--- config.mk ---
export PLATFORM = sky130hd
export DESIGN_NAME = car_lane
export DESIGN_NICKNAME = d
export VERILOG_FILES = /design/src/design/car_pkg.sv /design/src/design/car_lane.sv
export SDC_FILE = /design/constraint.sdc
export NUM_CORES = 2
export LEC_CHECK = 0
export BUFFER_PORTS_ARGS = -buffer_cell sky130_fd_sc_hd__buf_2
export CAP_MARGIN = 15
export CORE_MARGIN = 3
export CORE_UTILIZATION = 67
export CTS_CLUSTER_SIZE = 14
export DETAILED_ROUTE_END_ITERATION = 16
export PLACE_DENSITY = 0.84
export SETUP_SLACK_MARGIN = 0.3
export SLEW_MARGIN = 10
export SYNTH_ARGS = -nofsm -noshare
export SYNTH_HDL_FRONTEND = slang
export SYNTH_SLANG_ARGS = --single-unit
--- constraint.sdc ---
create_clock -name clk -period 7.9 [get_ports clk]
set_clock_uncertainty 0.1 [all_clocks]
set_input_delay 0.395 -clock clk [delete_from_list [all_inputs] [get_ports clk]]
set_output_delay 0.395 -clock clk [all_outputs]
set_load 0.02 [all_outputs]
--- src/design/car_pkg.sv ---
// shared types and constants for the cubic audio resampler
package car_pkg;

	// fraction bits of the interpolation weight inside the lane arithmetic
	localparam int POLY_BITS = 16;

	// pipeline depth of one interpolation lane
	localparam int LANE_STAGES = 8;

	// configuration register widths and reset values
	localparam int STEP_BITS = 20;
	localparam int CHAN_BITS = 2;
	localparam int PADDR_BITS = 3;
	localparam int PDATA_BITS = 32;
	localparam logic [STEP_BITS-1:0] STEP_RESET = 20'h10000;
	localparam logic [CHAN_BITS-1:0] CHAN_RESET = 2'd2;
	localparam logic [CHAN_BITS-1:0] CHAN_STEREO = 2'd2;

	// window shifts that close a stream on its final frame
	localparam logic [1:0] TAIL_STEPS = 2'd2;

	// register index taken from the word address
	typedef enum logic {
		REG_PHASE_STEP    = 1'b0,
		REG_CHANNEL_COUNT = 1'b1
	} reg_idx_t;

	// window update command from the sequencer to every lane
	typedef struct packed {
		logic load;
		logic push;
		logic repl;
	} win_cmd_t;

	// sideband that travels beside the lane pipeline
	typedef struct packed {
		logic is_done;
		logic fin;
		logic stereo;
	} side_t;

endpackage

--- src/design/car_lane.sv ---
// one interpolation lane: four-frame window and pipelined catmull-rom evaluation
module car_lane import car_pkg::*; #(
	parameter int SAMPLE_BITS = 16
) (
	input  logic                          clk,
	input  logic                          adv,
	input  win_cmd_t                      cmd,
	input  logic signed [SAMPLE_BITS-1:0] sample_in,
	input  logic [POLY_BITS-1:0]          fr,
	output logic signed [SAMPLE_BITS-1:0] result
);

	localparam int CW = SAMPLE_BITS + 4;
	localparam int AW = SAMPLE_BITS + 22;
	localparam int PW = AW + POLY_BITS + 1;
	localparam logic signed [AW-1:0] ROUND_C = AW'(64'sd1 <<< POLY_BITS);
	localparam logic signed [AW-1:0] SAT_HI = AW'((64'sd1 <<< (SAMPLE_BITS - 1)) - 64'sd1);
	localparam logic signed [AW-1:0] SAT_LO = -SAT_HI - AW'(1);

	logic signed [SAMPLE_BITS-1:0] win_q [4];

	logic signed [CW-1:0] y0, y1, y2, y3;
	logic signed [CW-1:0] c0_n, c1_n, c2_n, c3_n;
	logic signed [PW-1:0] m2, m4, m6;
	logic signed [AW-1:0] acc3_n, acc5_n, acc7_n, rnd;

	logic [POLY_BITS-1:0] fr_s1, fr_s2, fr_s3, fr_s4, fr_s5;
	logic signed [CW-1:0] c0_s1, c0_s2, c0_s3, c0_s4, c0_s5, c0_s6;
	logic signed [CW-1:0] c1_s1, c1_s2, c1_s3, c1_s4;
	logic signed [CW-1:0] c2_s1, c2_s2;
	logic signed [CW-1:0] c3_s1;
	logic signed [AW-1:0] prod_s2, acc_s3, prod_s4, acc_s5, prod_s6, acc_s7;
	logic signed [SAMPLE_BITS-1:0] res_s8;

	// window: fill on first frame, shift in new or repeated last frame
	always_ff @(posedge clk) begin
		if (cmd.load) begin
			win_q[0] <= sample_in;
			win_q[1] <= sample_in;
			win_q[2] <= sample_in;
			win_q[3] <= sample_in;
		end else if (cmd.push || cmd.repl) begin
			win_q[0] <= win_q[1];
			win_q[1] <= win_q[2];
			win_q[2] <= win_q[3];
			win_q[3] <= cmd.push ? sample_in : win_q[3];
		end
	end

	// polynomial coefficients and horner steps
	always_comb begin
		y0 = CW'(win_q[0]);
		y1 = CW'(win_q[1]);
		y2 = CW'(win_q[2]);
		y3 = CW'(win_q[3]);
		c0_n = y1 <<< 1;
		c1_n = y2 - y0;
		c2_n = (y0 <<< 1) - ((y1 <<< 2) + y1) + (y2 <<< 2) - y3;
		c3_n = -y0 + ((y1 <<< 1) + y1) - ((y2 <<< 1) + y2) + y3;
		m2 = PW'($signed({1'b0, fr_s1})) * PW'(c3_s1);
		acc3_n = (AW'(c2_s2) <<< POLY_BITS) + prod_s2;
		m4 = PW'($signed({1'b0, fr_s3})) * PW'(acc_s3);
		acc5_n = (AW'(c1_s4) <<< POLY_BITS) + prod_s4;
		m6 = PW'($signed({1'b0, fr_s5})) * PW'(acc_s5);
		acc7_n = (AW'(c0_s6) <<< POLY_BITS) + prod_s6;
		rnd = (acc_s7 + ROUND_C) >>> (POLY_BITS + 1);
	end

	// eight-stage evaluation pipeline, stalled as a whole
	always_ff @(posedge clk) begin
		if (adv) begin
			fr_s1 <= fr;
			c0_s1 <= c0_n;
			c1_s1 <= c1_n;
			c2_s1 <= c2_n;
			c3_s1 <= c3_n;

			fr_s2 <= fr_s1;
			c0_s2 <= c0_s1;
			c1_s2 <= c1_s1;
			c2_s2 <= c2_s1;
			prod_s2 <= AW'(m2);

			fr_s3 <= fr_s2;
			c0_s3 <= c0_s2;
			c1_s3 <= c1_s2;
			acc_s3 <= acc3_n;

			fr_s4 <= fr_s3;
			c0_s4 <= c0_s3;
			c1_s4 <= c1_s3;
			prod_s4 <= AW'(m4 >>> POLY_BITS);

			fr_s5 <= fr_s4;
			c0_s5 <= c0_s4;
			acc_s5 <= acc5_n;

			c0_s6 <= c0_s5;
			prod_s6 <= AW'(m6 >>> POLY_BITS);

			acc_s7 <= acc7_n;

			if (rnd > SAT_HI) begin
				res_s8 <= SAT_HI[SAMPLE_BITS-1:0];
			end else if (rnd < SAT_LO) begin
				res_s8 <= SAT_LO[SAMPLE_BITS-1:0];
			end else begin
				res_s8 <= rnd[SAMPLE_BITS-1:0];
			end
		end
	end

	assign result = res_s8;

endmodule

# After elaboration in Yosys (flattened, before gate mapping)
# Memory sizes are Yosys's and may differ from the RTL's.
# Cells that the tools add are included.
classes:
  n_addsub: 15
  multipliers: 3
  order_cmp: 2
  mux: 11
  bitwise: 4
  n_reduce_logical: 1
op_table:
  columns: ["operator", "n"]
  rows:
  - ["multiplier 17 x 38 -> 54 bit", 2]
  - ["two-way mux 16 bit", 6]
  - ["adder 36 x 38 -> 38 bit", 2]
  - ["adder 20 x 18 -> 20 bit", 2]
  - ["adder 33 x 38 -> 38 bit", 1]
  - ["adder 38 x 18 -> 38 bit (second input constant)", 1]
  - ["multiplier 17 x 20 -> 37 bit", 1]
  - ["adder 17 x 16 -> 18 bit", 2]
  - ["greater-than comparator 21 x 16 -> 1 bit (second input constant)", 1]
  - ["less-than comparator 21 x 16 -> 1 bit (second input constant)", 1]
  - ["adder 20 x 16 -> 20 bit", 1]
  - ["negator 16 -> 20 bit", 1]
  - ["subtractor 17 x 19 -> 20 bit", 1]
  - ["subtractor 20 x 16 -> 20 bit", 1]
  - ["subtractor 20 x 18 -> 20 bit", 1]
  - ["adder 18 x 16 -> 19 bit", 1]
  - ["subtractor 16 x 16 -> 17 bit", 1]
  - ["two-way mux 1 bit", 5]
  - ["bitwise OR 1 bit", 4]
  - ["logical OR 1 bit", 1]
word_totals:
  ff_bits: 560
  ram_bits: 64
  input_bits: 37
  out_inout_bits: 16
  word_cells: 62
  memories: 1
mem_list:
  columns: ["name", "depth", "word_bits", "read_ports", "rd_clocked_by_memory_dff", "wr", "line_no", "text"]
  rows:
  - ["win_q", 4, 16, 4, 0, 4, "car_lane.sv:20", "logic signed [SAMPLE_BITS-1:0] win_q [4];"]

# Depth between registers and ports, before layout
depth:
  word_depth: 5
  depth_mapped: 28
  depth_no_buf: 26

# Worst setup path after synthesis
# Ideal clock, no wire load.
synth_path:
  path_type: "reg2reg"
  from: "reg fr_s3[2]"
  to: "reg prod_s4[37] (data pin)"
  setup_time_ns: 0.260
  arrival_ns: 6.553
  t_required_ns: 7.540
  path_slack_ns: 0.987
  stages_incl_launch_ff: 26
  path_buffers: 2
  period_less_slack_ns: 6.913
  cell_sequence: "edfxtp_1 clkbuf_1 clkbuf_1 nand2_1 fa_1 fa_1 fa_1 inv_1 fa_1 fa_1 inv_1 fa_1 inv_1 ha_1 a21o_1 a21o_1 a21oi_2 o21ai_1 o211a_1 a2111o_1 a41oi_2 nor4_1 or3_4 o31a_1 a21oi_2 xnor2_1"
synth_via:
  elab_chain_len: 1
synth_rtl:
  columns: ["element", "line_no", "text"]
  rows:
  - ["from (decl)", "car_lane.sv:27", "logic [POLY_BITS-1:0] fr_s1, fr_s2, fr_s3, fr_s4, fr_s5;"]
  - ["from (signal assigned)", "car_lane.sv:84", "fr_s3 <= fr_s2;"]
  - ["multiplier 17 x 38 -> 54 bit", "car_lane.sv:62", "m4 = PW'($signed({1'b0, fr_s3})) * PW'(acc_s3);"]
  - ["via m4[53]", "car_lane.sv:24", "logic signed [PW-1:0] m2, m4, m6;"]
  - ["to (signal assigned)", "car_lane.sv:92", "prod_s4 <= AW'(m4 >>> POLY_BITS);"]
  - ["to (decl)", "car_lane.sv:32", "logic signed [AW-1:0] prod_s2, acc_s3, prod_s4, acc_s5, prod_s6, acc_s7;"]
# The timed path passes the listed nets, and every way through them passes these cells.
# A chain may end at the register's enable or synchronous reset.

# Worst setup path after layout
layout_path:
  from: "reg fr_s1[5]"
  to: "reg prod_s2[36] (data pin)"
layout_via:
  elab_chain_len: 1
layout_rtl:
  columns: ["element", "line_no", "text"]
  rows:
  - ["from (decl)", "car_lane.sv:27", null]
  - ["from (signal assigned)", "car_lane.sv:72", "fr_s1 <= fr;"]
  - ["multiplier 17 x 20 -> 37 bit", "car_lane.sv:60", "m2 = PW'($signed({1'b0, fr_s1})) * PW'(c3_s1);"]
  - ["via m2[36]", "car_lane.sv:24", null]
  - ["to (signal assigned)", "car_lane.sv:82", "prod_s2 <= AW'(m2);"]
  - ["to (decl)", "car_lane.sv:32", null]
# The timed path passes the listed nets, and every way through them passes these cells.

==> key figures <==
Worst setup path
  – RR Startpoint: fr_s1[5]$_DFFE_PP_
  – CP startpoint kind: register
  – Crit Path Max Fanout: 13
  – Worst Path Arrival: 7840 ps
  – Req. time, crit path: just over 8000 ps
  – Worst setup path start: fr_s1[5]$_DFFE_PP_
  – Critical Path End Type: register
  – Kind of critical path: reg2reg

Job
  – Max-Cap Viols: 0

Logic synthesis
  – Synth top area cells: fa_1 (41%), edfxtp_1 (23%), inv_1 (9.1%), ha_1 (7.6%), nand2_1 (5.5%)
  – Post-synth EDFFs: 579
  – Ys Warns: 0
  – Largest area contributor in the netlist: fa_1
  – Synth cell types: slightly above 60
  – Syn_nets: 9,528
  – Sequential area share after synthesis: a little under a quarter
  – Seq cells post-synth: 579
  – Top cell type's share of synthesized area: between 40% and 50%
  – Post-synthesis async set-or-reset flop share: 0%
  – Cells after synthesis: 7,454
  – Netlist Area Pre-Place: between 70,000 and 80,000 sq um
  – Top_reg_cell synth: edfxtp_1
  – Syn avg cell area: 10.3 sq um

Clock network
  – Clock Latency Late Sink: approximately 660 ps
  – Longest Clk Path Bufs: 3
  – H-Tree Depth: 3
  – CTS tree: yes
  – CTS root buffer: clkbuf_16
  – CTS Buf Count: 67
  – CTS clock-pin slew for the worst setup and hold paths: about 60 ps
  – Clock sinks: approximately 580

Hold path
  – Worst hold start: fr[13]
  – Tightest Hold Check Type: in2reg

Drt
  – DR WL/cell: ~20 um
  – Vias: approximately 53k
  – Vias per cell: roughly 5.7
  – Drt first pass iters: 6
  – Total wire length: approximately 180,000 um
  – Iteration-0 DRC Markers: between 4k and 5k
  – ANT nets after route: 0
  – DRC Markers: 0

Global route
  – GRT Overall Usage: a little under a third
  – GRT overflow: 0
  – Initial antenna violation count: 4
  – Largest net degree at the start of global routing: 155
  – First-pass GRT wire length: 294,000 um
  – Number of global-route vias before repair: 57.7k

Floorplanning
  – I/O pins: 53
  – Die ar.: 119,000 sq um
  – Die W: between 300 and 400 um
  – Die Y: roughly 340 um
  – Core ar.: between 100,000 and 150,000 sq um
  – Initial cell density of the core: ~70%
  – Site Rows: between 100 and 150

Timing
  – Fin crit share: a little over nine tenths
  – Sum of negative setup slack: 0 ps
  – Fin crit period: approximately 7500 ps
  – Unrepaired setup endpoints after global routing: no
  – Slew Limit Fails: 0
  – Final hold violation count: 0
  – Fmax: between 100 and 150 MHz
  – Worst-margin pin slew: about 1100 ps
  – Relative slew margins: about 28%
  – Final setup fails: 0

Finish
  – Layout cells sized above 1: under 10%
  – Nets: 9,678
  – Area growth syn-to-layout: 7.89%
  – Final core occ: approximately three quarters
  – Most frequent cells in the layout: inv_1 (1,857), fa_1 (1,572), nand2_1 (1,126)
  – Multi-input gate area: ~52,000 sq um
  – # fillers: around 7k
  – Most common cell after layout, fill and taps aside: inv_1
  – Reg area: ~17,000 sq um

Run status
  – Status: finished clean

Place
  – Port Buffers: 52
  – Placer Congestion: 0.951
  – Post-DP HPWL: ~140,000 um
repair_timing:
item	CTS	global route
endpoints found under the setup margin	9	22
resized for setup	4	19
setup buffers	25	76
pin swaps	0	3
endpoints found under the hold margin	74	0
hold buffers	31	0
final timing paths:
kind / endpoint / slack, ps / cells past startpoint
worst min register to register: fr_s3[7]$_DFFE_PP_ / 300 / 0
worst max-delay path: prod_s2[36]$_DFFE_PP_ / 380 / 25
worst min-delay path: fr_s1[13]$_DFFE_PP_ / 60 / 1
worst max register to register: prod_s2[36]$_DFFE_PP_ / 380 / 25
cell usage after synthesis (all sizes together) (22+ instances only):
cell / instances
o21ai: 109
and3: 22
a21oi: 113
xnor2: 152
fa: 1572
nor2b: 29
clkbuf: 263
a21o: 68
and2: 582
nor3: 37
ha: 465
edfxtp: 579
nand2: 1126
o21a: 30
inv: 1857
nor2: 145
nand3: 49
xor2: 55
a21boi: 22
metrics by stage:
| stage | hold WS (ps) | std cells | setup WS [ps] | area [sq um] |
|---|---|---|---|---|
| 6_report | 58.9 | 9154 | 375 | 83100 |
| 5_1_grt | 20.2 | 9152 | 214 | 83100 |
| 4_1_cts | 8.32 | 9074 | 301 | 82200 |
| 3_5_place_dp | 305 | 8903 | 12.1 | 79500 |
| 3_3_place_gp | 300 | 8903 | 304 | 79500 |
| 2_1_floorplan | 300 | 7454 | 987 | 77000 |
registers in the layout, summed over array words and instances (netlist names), 17 cells and up:
name,count
prod_s2,37
c1_s1,17
c1_s3,17
win_q,64
c3_s1,20
c1_s4,17
acc_s3,38
acc_s7,22
prod_s4,38
c1_s2,17
c2_s1,20
acc_s5,38
c2_s2,20
prod_s6,22
worst max-delay path, stage by stage, from the launching register on:
cell      delay, ps
edfxtp_1        740
and2_1          340
fa_1            540
inv_1            50
fa_1            470
fa_1            510
inv_1            50
fa_1            460
fa_1            510
inv_1            50
fa_1            470
inv_1            40
ha_1            350
o21a_1          210
o21a_1          160
o21a_1          160
o22a_1          200
o31a_1          190
nand3_1         210
a31oi_1         200
o31ai_1         280
buf_4           180
nand3_1         110
a311oi_1        390
a21oi_1         160
xnor2_1         150
metal layers:
metal,global-route usage (%),share of wire (%),vias to the layer above
li1,-,-,22500
met1,39.8,35,26600
met2,52.6,49,2720
met3,6.69,9.3,703
met4,16.5,6.1,2
met5,0,0.0071,-
cells by family after synthesis:
kind of cell	Yosys count	share of synthesized area, %
and+or+nand+nor	2052	12.4
buffers and inverters	2124	10.4
xor gates and xnor gates	207	2.36
muxes	2	0.0260
adders and majority gates	2037	48.4
AOI/OAI and AO/OA	453	3.80
DFF	579	22.6
cell type report:
class,instances,share of cell area (%)
antenna,4,0.0121
clock buffer,76,2.06
clock inverter,39,0.542
inverter,1857,8.39
multi-input combinational,4751,62.3
sequential,579,20.9
tap,1500,2.26
timing repair buffer,348,3.51
Power is not shown: default switching activity piles up to over one toggle a cycle in this logic, so the estimate is an artifact.
