===== config.mk =====
export PLATFORM = sky130hd
export DESIGN_NAME = car_merge
export DESIGN_NICKNAME = d
export VERILOG_FILES = /design/src/design/car_pkg.sv /design/src/design/car_merge.sv
export SDC_FILE = /design/constraint.sdc
export NUM_CORES = 1
export LEC_CHECK = 0
export BUFFER_PORTS_ARGS = -buffer_cell sky130_fd_sc_hd__buf_2
export CAP_MARGIN = 20
export CORE_ASPECT_RATIO = 2
export CORE_MARGIN = 5
export CORE_UTILIZATION = 30
export CTS_BUF_LIST = sky130_fd_sc_hd__clkbuf_2
export CTS_CLUSTER_SIZE = 20
export DETAILED_ROUTE_END_ITERATION = 8
export HOLD_SLACK_MARGIN = 0.02
export PLACE_DENSITY = 0.64
export SYNTH_ARGS = -nofsm -noshare
export SYNTH_HDL_FRONTEND = slang
export SYNTH_SLANG_ARGS = --single-unit

===== constraint.sdc =====
create_clock -name clk -period 2.5 [get_ports clk]
set_input_delay 0.75 -clock clk [delete_from_list [all_inputs] [get_ports clk]]
set_output_delay 0.75 -clock clk [all_outputs]
set_load 0.02 [all_outputs]

===== src/design/car_pkg.sv =====
// shared types and constants for the cubic audio resampler
package car_pkg;

	// fraction bits of the interpolation weight inside the lane arithmetic
	localparam int POLY_BITS = 16;

	// pipeline depth of one interpolation lane
	localparam int LANE_STAGES = 8;

	// configuration register widths and reset values
	localparam int STEP_BITS = 20;
	localparam int CHAN_BITS = 2;
	localparam int PADDR_BITS = 3;
	localparam int PDATA_BITS = 32;
	localparam logic [STEP_BITS-1:0] STEP_RESET = 20'h10000;
	localparam logic [CHAN_BITS-1:0] CHAN_RESET = 2'd2;
	localparam logic [CHAN_BITS-1:0] CHAN_STEREO = 2'd2;

	// window shifts that close a stream on its final frame
	localparam logic [1:0] TAIL_STEPS = 2'd2;

	// register index taken from the word address
	typedef enum logic {
		REG_PHASE_STEP    = 1'b0,
		REG_CHANNEL_COUNT = 1'b1
	} reg_idx_t;

	// window update command from the sequencer to every lane
	typedef struct packed {
		logic load;
		logic push;
		logic repl;
	} win_cmd_t;

	// sideband that travels beside the lane pipeline
	typedef struct packed {
		logic is_done;
		logic fin;
		logic stereo;
	} side_t;

endpackage


===== src/design/car_merge.sv =====
// merge stage: joins lane results, holds back one result to mark run and stream ends
module car_merge import car_pkg::*; #(
	parameter int SAMPLE_BITS = 16
) (
	input  logic                          clk,
	input  logic                          arst_n,
	input  logic                          in_vld,
	input  side_t                         side,
	input  logic signed [SAMPLE_BITS-1:0] left_in,
	input  logic signed [SAMPLE_BITS-1:0] right_in,
	output logic                          adv,
	output logic                          out_valid,
	input  logic                          out_ready,
	output logic signed [SAMPLE_BITS-1:0] left_result,
	output logic signed [SAMPLE_BITS-1:0] right_result,
	output logic                          run_end,
	output logic                          stream_end
);

	logic                          out_valid_q;
	logic                          pend_valid_q;
	logic signed [SAMPLE_BITS-1:0] pend_left_q, pend_right_q;
	logic signed [SAMPLE_BITS-1:0] out_left_q, out_right_q;
	logic                          run_end_q, stream_end_q;
	logic                          push_res, push_done, emit;

	// pipeline moves when the output register is free or being taken
	always_comb begin
		adv = !out_valid_q || out_ready;
		push_res = adv && in_vld && !side.is_done;
		push_done = adv && in_vld && side.is_done;
		emit = (push_res || push_done) && pend_valid_q;
	end

	// control state
	always_ff @(posedge clk or negedge arst_n) begin
		if (!arst_n) begin
			out_valid_q <= 1'b0;
			pend_valid_q <= 1'b0;
		end else begin
			if (adv) begin
				out_valid_q <= emit;
			end
			if (push_res) begin
				pend_valid_q <= 1'b1;
			end else if (push_done) begin
				pend_valid_q <= 1'b0;
			end
		end
	end

	// held result and output transaction payload
	always_ff @(posedge clk) begin
		if (emit) begin
			out_left_q <= pend_left_q;
			out_right_q <= pend_right_q;
			run_end_q <= push_done;
			stream_end_q <= push_done && side.fin;
		end
		if (push_res) begin
			pend_left_q <= left_in;
			pend_right_q <= side.stereo ? right_in : '0;
		end
	end

	assign out_valid = out_valid_q;
	assign left_result = out_left_q;
	assign right_result = out_right_q;
	assign run_end = run_end_q;
	assign stream_end = stream_end_q;

endmodule


Yosys cells after proc, flatten, opt, wreduce, memory -nomap -nowiden --
Cells that the tools add are included.
Word-level totals: flip-flop bits (word level) 68, output and inout port bits 36, bits of input ports 39, logic and storage cells 20
Cells by class: mux-type cells 2, reductions and logical operators 10
Operators by type and width (number):
- $logic_and A1 B1 Y1 | 5
- $logic_not A1 Y1 | 2
- $logic_or A1 B1 Y1 | 2
- $mux W1 | 2
- $reduce_bool A2 Y1 | 1

Longest topological paths before layout --
Gate-level depths: netlist of run 1.
word-level depth 6, gate-level depth with buffers 3, depth with buffers taken out 3

Worst setup path before layout of run 1 --
No wires, ideal clock.
path kind input to register, from input out_ready, to register out_left_q[0], in the netlist left_result[0], enable pin, arrival 2.457 ns, path buffers 0, setup time 0.425 ns, required time 2.075 ns, stages on the path 3, slack -0.382 ns, cells stage by stage nand2b_4 nand2_1 nor2_1
Between the ends: word-level cells in the longest chain between the ends 5, elaborated cells on any way between the ends 6, classes of those cells reduce/logical: 6
Ends and longest elaborated chain:
- from (decl) | line car_merge.sv:13 | input logic out_ready,
- $logic_or A1 B1 Y1 * | line car_merge.sv:29 | adv = !out_valid_q || out_ready;
- $logic_and A1 B1 Y1 * | line car_merge.sv:30, car_merge.sv:31
- $logic_and A1 B1 Y1, on equally long branches | line car_merge.sv:30, car_merge.sv:31
- $logic_or A1 B1 Y1 * | line car_merge.sv:32 | emit = (push_res || push_done) && pend_valid_q;
- $logic_and A1 B1 Y1 * | line car_merge.sv:32
- via emit | line car_merge.sv:25 | logic push_res, push_done, emit;
- to (signal assigned) | line car_merge.sv:55 | out_left_q <= pend_left_q;
- to (decl) | line car_merge.sv:23 | logic signed [SAMPLE_BITS-1:0] out_left_q, out_right_q;
Mark *: on every way through the listed nets, which the timed path passes. The rest lies on a longest branch. A chain may end at the register's enable or synchronous reset.

Worst setup path after layout of run 1 --
from register out_valid_q, in the netlist out_valid, to output adv
Between the ends: word-level cells in the longest chain between the ends 2
Ends and longest elaborated chain:
- from (decl) | line car_merge.sv:20 | logic out_valid_q;
- from (signal assigned) | line car_merge.sv:42 | out_valid_q <= emit;
- $logic_not A1 Y1 | line car_merge.sv:29
- $logic_or A1 B1 Y1 | line car_merge.sv:29
- to (decl) | line car_merge.sv:11 | output logic adv,
No other way between the ends.

==> results.cfg, run 1 <==
[outcome]
status = finished, final reports clean

[die]
die_x_um = 70.6
num_rows = 44
core_sq_mm = 0.00721
die_h_um = 131
num_io_pins = 75
die_area_sq_mm = 0.00926
initial_utilization = 0.306

[cells_and_area]
nNetsFinal = 221
final_layout_size_suffix_gt1_frac = 0.519
final_core_util = 0.396
syn_to_final_growth_pct = 29.7
fin_cells = 280
design_area_sq_mm = 0.00286

[yosys]
yosys_warnings = 0
ys.flop_type = edfxtp_1
synth.most_common_cell = edfxtp_1
synth_area_leaders = edfxtp_1 (90%), and2_1 (4.5%), dfrtp_1 (2.3%)
netlist.area_leader.share = 0.899
synth-seq-area-share = 0.922
syn_area_per_cell_sq_um = 23.2
async_flop_share = 0.0294
synth_cells = 95
synth.ff_latch_count = 68
synth_top_area_cell = edfxtp_1
syn-cell-area_sq_mm = 0.00220
synth_nets = 134
synthTopCellsByCount = edfxtp_1 (66), and2_1 (16), nand2_1 (3), dfrtp_1 (2), nor2_1 (2)
synth_edf_count = 66
synth_cell_types = 11

[place]
hpwlAfterDp_um = 2830
pre_cts_slack_ns = 0.538
io_buffers = 74
gp_congestion = 0.655
placed_area_sq_mm = 0.00271
place_inst = 262

[drt]
wl_per_cell_um = 13.3
viasPerCell = 3.81
dr.pass1.iters = 4
drc = 0
ant_nets = 0
vias = 1067
drt-initial-drc-count = 64
routed_wl_um = 3720

[clock_tree]
cts-root-buf = clkbuf_2
clock_latency_ns = 0.49
clk_path_buf_depth = 2
clk_pin_slew_worst_paths_ns = 0.19
cts_buffers = 9
htree_levels = 3
cts_sinks = 68
postCtsSetupRepairBufs = 0
cts_tree = built

[sta]
hold_ws_ns = 0.422
worst_slack_ns = 0.582
slew_violations = 0
fmax_mhz = 521
hold_viol = 0
fin_crit_sh = 0.767
rsz0062_at_grt = no
setup-violations-final = 0
skew_ns = 0.0158
worst_pin_slew_ns = 0.410
fin_crit_ns = 1.92
setup_tns_ns = 0
slew_headroom = 0.726

[run]
drv_cap = 0

[global_route]
grt_pass1_wl_um = 5860
antenna_found_initial = 1
grt_max_degree = 35
grt_overflow = 0
globalRouteTotalUtil = 0.0899
grt_pass1_vias = 1161

[critical_path]
arrival_ns = 1.17
crit_type = reg2out
startpoint_type = flop
worst-path-max-fanout = 4
critPathRequiredTime_ns = 1.75
endpoint_kind = primary output

[pwr]
total_power_mw = 2.24
leakagePower_nw = 1.12
p_per_area_mw_per_mm2 = 783
ir_drop_v = 0.000346

[worst_hold_path]
hold_path_class = in2reg
[per-layer routing]
| metal | up-vias | part of all wire | track usage |
|---|---|---|---|
| li1 | 532 | - | - |
| met1 | 480 | 0.33 | 0.0802 |
| met2 | 44 | 0.55 | 0.144 |
| met3 | 11 | 0.080 | 0.0482 |
| met4 | 0 | 0.040 | 0.0753 |
| met5 | - | 0 | 0 |
[what timing repair did]
action / CTS / global route
hold buffers: 1 / 0
endpoints found under the hold margin: 2 / 0
gates resized for setup: 0 / 0
[area by class of cell]
type | count | area, sq um
Sequential cell | 68 | 2030
Clock inverter | 7 | 91.3
Fill cell | 684 | 4350
Antenna cell | 1 | 2.50
Multi-Input combinational cell | 25 | 173
Inverter | 1 | 3.75
Timing Repair Buffer | 77 | 395
Clock buffer | 9 | 45.0
Tap cell | 92 | 115
[critical path: stages (launching register included)]
cell and delay, ns:
dfrtp_1 0.44, nand2b_4 0.09, buf_2 0.16
[logic make-up after synthesis]
| kind of cell | share of synthesized area |
|---|---|
| buffers and inverters | 0.00397 |
| flip-flops | 0.922 |
| multiplexers | 0.00454 |
| AND/OR/NAND/NOR | 0.0693 |
[cell usage in the layout (no fill, tap or decap)]
| cell | synthesis | final |
|---|---|---|
| nor2_2 | 0 | 1 |
| and2_4 | 1 | 1 |
| dfrtp_1 | 2 | 2 |
| diode_2 | 0 | 1 |
| clkinv_4 | 0 | 1 |
| edfxtp_1 | 66 | 66 |
| buf_2 | 0 | 74 |
| nor2_4 | 0 | 1 |
| and2_1 | 16 | 16 |
| nand2_1 | 3 | 3 |
| bufinv_16 | 0 | 2 |
| inv_1 | 1 | 1 |
| clkinv_2 | 0 | 3 |
| dlygate4sd3_1 | 0 | 1 |
| mux2i_1 | 1 | 1 |
| buf_4 | 0 | 2 |
| clkbuf_2 | 1 | 9 |
| clkinvlp_4 | 0 | 1 |
| and3_4 | 1 | 1 |
| nand2b_4 | 1 | 1 |
[power by group]
part	switching, mW	internal [mW]	leakage [nW]
Clock	0.370	0.327	0.0817
Combinational	0.123	0.0666	0.392
Sequential	0.0181	1.33	0.642
Total	0.511	1.73	1.12
[state kept, by name, summed over array words and instances, names as in the netlist]
| signal | cells |
|---|---|
| pend_valid_q | 1 |
| pend_right_q | 16 |
| pend_left_q | 16 |
| right_result | 16 |
| left_result | 16 |
| stream_end | 1 |
| out_valid | 1 |
| run_end | 1 |
[final timing paths]
| kind | from | end | slack [ns] | depth (start not counted) |
|---|---|---|---|---|
| max reg2reg | out_valid$_DFFE_PN0P_ | pend_right_q[8]$_SDFFCE_PN0P_ | 1.02 | 4 |
| min reg2reg | pend_left_q[3]$_DFFE_PP_ | left_result[3]$_DFFE_PP_ | 0.43 | 0 |
| min | left_in[15] | pend_left_q[15]$_DFFE_PP_ | 0.42 | 1 |
| max in group asynchronous | arst_n | pend_valid_q$_DFFE_PN0P_ | 1.85 | 2 |
| max | out_valid$_DFFE_PN0P_ | adv | 0.58 | 2 |
| min in group asynchronous | arst_n | out_valid$_DFFE_PN0P_ | 0.56 | 2 |
No activity file was read; power rests on OpenSTA's default activity.
==> run 2, diff against run 1 <==
Settings changed: PLACE_DENSITY 0.64 to 0.62.
Clock period 2.5 ns to 1.8 ns, I/O delays scaled along.
==> run 2 against run 1 <==
Net effect:
- first-iteration DRC count decreased by 16%
- clock power increased by 26%
- register-to-register slack got worse by 0.56 ns
- critical endpoint unchanged
- sequential share of layout area decreased by 0.92 points
- utilization increased by 0.52 points
- largest cell class unchanged
- highest routed layer unchanged
- die area unchanged
==> results.cfg, run 2 (synthesis gave the netlist of run 1 again) <==
[outcome]
status = finished, final reports clean

[die]
core_sq_mm = 0.00721
die_area_sq_mm = 0.00926
initial_utilization = 0.306
die_h_um = 131
num_rows = 44
num_io_pins = 75
die_x_um = 70.6

[cells_and_area]
antenna_cells = 0
layout_common_cells = buf_2 (74), edfxtp_1 (66), and2_1 (16)
syn_to_final_growth_pct = 31.4
nNetsFinal = 222
fin_cells = 280
final_common_cell = buf_2
final_layout_size_suffix_gt1_frac = 0.521

[sta]
skew_ns = 0.0199
worst_pin_slew_ns = 0.242
fin_crit_sh = 0.932
fin_crit_ns = 1.68
setup-violations-final = 0
slew_violations = 0
worst_slack_ns = 0.123
fmax_mhz = 596
hold_ws_ns = 0.248
slew_headroom = 0.838
hold_viol = 0
rsz0062_at_grt = no

[global_route]
antenna_found_initial = 0
grt_max_degree = 35
globalRouteTotalUtil = 0.0762
grt_pass1_wl_um = 5360
grt_overflow = 0
grt_pass1_vias = 1097

[critical_path]
worst_path_max_delay_cell = dfrtp_1
critPathRequiredTime_ns = 1.26
worst-path-max-fanout = 4
arrival_ns = 1.14
critPathBufInv = 1
worstPathCellList = nand2b_4 > buf_2
endpoint_kind = primary output
crit_type = reg2out
rrSetupSlack_ns = 0.46
critPathTopFamily = flip-flops
startpoint_type = flop
slowest_delay_ns = 0.45

[drt]
ant_nets = 0
vias = 1085
viasPerCell = 3.88
wl_per_cell_um = 11.8
dr.pass1.iters = 4
drt-initial-drc-count = 54
routed_wl_um = 3290
drc = 0

[clock_tree]
cts_sinks = 68
htree_levels = 3
cts_buffers = 9
cts_tree = built
clk_path_buf_depth = 2
hold_buffers = 1
clk_pin_slew_worst_paths_ns = 0.19
clock_latency_ns = 0.46
cts-root-buf = clkbuf_2
postCtsSetupRepairBufs = 0
post_cts_resized = 0

[place]
place_inst = 263
gp_congestion = 0.712
io_buffers = 74
hpwlAfterDp_um = 2520
pre_cts_slack_ns = 0.214

[pwr]
ir_drop_v = 0.000329
p_per_area_mw_per_mm2 = 1050
leakagePower_nw = 1.12

[worst_hold_path]
hold_path_class = in2reg

[run]
drv_cap = 0
==> run 2: layout make-up <==
class	count	area (sq um)
Clock buffer	9	45.0
Tap cell	92	115
Multi-Input combinational cell	25	178
Clock inverter	7	81.3
Timing Repair Buffer	78	440
Sequential cell	68	2030
Fill cell	676	4320
Inverter	1	3.75
==> run 2: final timing paths <==
check | from | to | cells after the start
min | left_in[0] | pend_left_q[0]$_DFFE_PP_ | 1
min reg2reg | pend_left_q[3]$_DFFE_PP_ | left_result[3]$_DFFE_PP_ | 0
max reg2reg | out_valid$_DFFE_PN0P_ | left_result[15]$_DFFE_PP_ | 4
max in group asynchronous | arst_n | out_valid$_DFFE_PN0P_ | 2
max | out_valid$_DFFE_PN0P_ | adv | 2
min in group asynchronous | arst_n | pend_valid_q$_DFFE_PN0P_ | 2
==> run 2: per-stage QoR <==
stage | TNS (ns) | utilization | cell area (sq um) | power, mW
6_report | 0 | 0.401 | 2900 | 3.04
5_1_grt | 0 | 0.401 | 2900 | 3.17
4_1_cts | 0 | 0.401 | 2900 | 3.09
3_5_place_dp | 0 | 0.383 | 2760 | 2.20
3_3_place_gp | 0 | 0.383 | 2760 | 2.20
2_1_floorplan | -0.0234 | - | 2220 | 2.06
==> run 2: report_power, final <==
group	internal, mW	switching, mW
clock network	0.340	0.538
logic	0.108	0.173
registers	1.85	0.0256
==> run 2: worst reg2reg max path, stage by stage, from the launching register on <==
cell and delay [ns]:
dfrtp_1 0.45, nand2b_4 0.09, nand2_1 0.16, nor2_4 0.15, buf_12 0.21
==> run 2: metal layers <==
layer  part of all wire  global-route usage  vias up
met1               0.41              0.0898      473
li1                   -                   -      537
met5                  0                   0        -
met4              0.019              0.0408        0
met2               0.44               0.105       68
met3               0.13              0.0497        7
==> run 3, diff against run 2 <==
Settings changed: CELL_PAD_IN_SITES_DETAIL_PLACEMENT set to 1, CELL_PAD_IN_SITES_GLOBAL_PLACEMENT set to 2, PLACE_DENSITY 0.62 to 0.78.
==> run 3 against run 2 <==
Net effect:
- via count rose by 1.1%
- sequential share of layout area increased by 1.6 points
- first-iteration DRC count shrank 24%
- register-to-register slack barely moved
- cell count unchanged
- clock-buffer cell count up 3
- critical path type unchanged
- critical endpoint unchanged
==> results.cfg, run 3 (synthesis gave the netlist of run 1 again) <==
[outcome]
status = finished, final reports clean

[critical_path]
timing.rr.end = left_result[12]$_DFFE_PP_
startpoint_type = flop
endpoint_kind = primary output
arrival_ns = 1.13
worst-path-max-fanout = 4
rrSetupSlack_ns = 0.45
timing.rr.start = out_valid$_DFFE_PN0P_
reg2reg_depth = 4
critPathRequiredTime_ns = 1.26
crit_path_start = out_valid$_DFFE_PN0P_
crit_type = reg2out

[global_route]
grt_pass1_wl_um = 6420
grt_max_degree = 35
grt_overflow = 0
grt_pass1_vias = 1195
antenna_found_initial = 1
globalRouteTotalUtil = 0.0967

[sta]
rsz0062_at_grt = no
skew_ns = 0.0167
worst_pin_slew_ns = 0.240
slew_violations = 0
fin_crit_ns = 1.67
slew_headroom = 0.839
setup_tns_ns = 0
fmax_mhz = 600
setup-violations-final = 0
hold_viol = 0
fin_crit_sh = 0.926

[cells_and_area]
final_layout_size_suffix_gt1_frac = 0.503
nFillCells = 758
syn_to_final_growth_pct = 28.4
final_core_util = 0.392
final_common_cell = buf_2
fin_cells = 280
nNetsFinal = 221
layout_common_cells = buf_2 (73), edfxtp_1 (66), and2_1 (16)

[pwr]
p_per_area_mw_per_mm2 = 993
total_power_mw = 2.81
ir_drop_v = 0.000328
leakagePower_nw = 1.10

[clock_tree]
clk_path_buf_depth = 2
cts_tree = built
clk_pin_slew_worst_paths_ns = 0.16
htree_levels = 3
cts_buffers = 9
clock_latency_ns = 0.46
cts-root-buf = clkbuf_2
cts_sinks = 68

[drt]
vias = 1097
ant_nets = 0
viasPerCell = 3.92
dr.pass1.iters = 3
wl_per_cell_um = 14.9
drc = 0
drt-initial-drc-count = 41
routed_wl_um = 4170

[worst_hold_path]
hold_path_class = in2reg
hold_start = left_in[5]
min_to = pend_left_q[5]$_DFFE_PP_
worst_hold_path.num_cells = 1

[place]
hpwlAfterDp_um = 3260
place_inst = 262
gp_congestion = 0.681
io_buffers = 74

[die]
core_sq_mm = 0.00721
num_io_pins = 75
num_rows = 44
die_h_um = 131
initial_utilization = 0.306
die_area_sq_mm = 0.00926
die_x_um = 70.6

[run]
drv_cap = 0
-- run 3: cell types whose count changed in the layout (fill, tap and decap cells not counted), sizes merged --
cell,change
inv,-3
bufinv,-1
diode,+1
clkinv,+2
buf,-1
clkinvlp,-1
clkbuf,+3
-- run 3: timing repair --
item	4_1_cts	5_1_grt
resized for setup	0	1
setup endpoints to repair	0	1
hold buffers	1	0
setup buffers	0	0
hold endpoints to repair	2	0
-- run 3: per-stage QoR --
stage / hold slack (ns) / worst slack (ns) / cell area [sq um]
after floorplan: 0.244 / -0.000688 / 2220
after global placement: 0.331 / 0.240 / 2740
after detailed placement: 0.333 / 0.208 / 2740
after CTS: 0.193 / 0.0402 / 2830
after global routing: 0.163 / 0.00676 / 2830
final: 0.245 / 0.133 / 2830
-- run 3: per-layer routing --
layer  track usage  part of all wire  vias to the layer above
li1              -                 -                      537
met1        0.0909              0.33                      502
met2         0.171              0.56                       47
met3        0.0367             0.077                       11
met4        0.0596             0.029                        0
met5             0                 0                        -
-- run 3: how the worst max path moves through the flow --
| stage | slack, ns | endpoint | cells past startpoint |
|---|---|---|---|
| after global placement | 0.24 | left_result[1]$_DFFE_PP_ | 5 |
| after global routing | 0.007 | adv | 2 |
| after floorplan | -0.0007 | left_result[0]$_DFFE_PP_ | 3 |
| after CTS | 0.04 | adv | 2 |
| final | 0.13 | adv | 2 |
| after detailed placement | 0.21 | pend_left_q[4]$_DFFE_PP_ | 5 |
-- run 3: cell type report --
cell class	count	area, sq um	area share
Multi-Input combinational cell	25	178	0.0628
Tap cell	92	115	0.0407
Clock buffer	12	60.1	0.0212
Inverter	1	3.75	0.00133
Sequential cell	68	2030	0.718
Timing Repair Buffer	77	423	0.149
Antenna cell	1	2.50	0.000884
Clock inverter	4	16.3	0.00575
-- run 3: report_power, final --
part	total [mW]	leakage, nW	internal, mW	switching, mW
clock	0.648	0.0585	0.185	0.463
combinational	0.284	0.401	0.105	0.179
sequential	1.88	0.642	1.85	0.0285
total	2.81	1.10	2.14	0.670
-- run 3: worst max-delay path, stage by stage, from the launching register on --
cell and delay (ns):
dfrtp_1 0.44, nand2b_4 0.09, buf_4 0.14
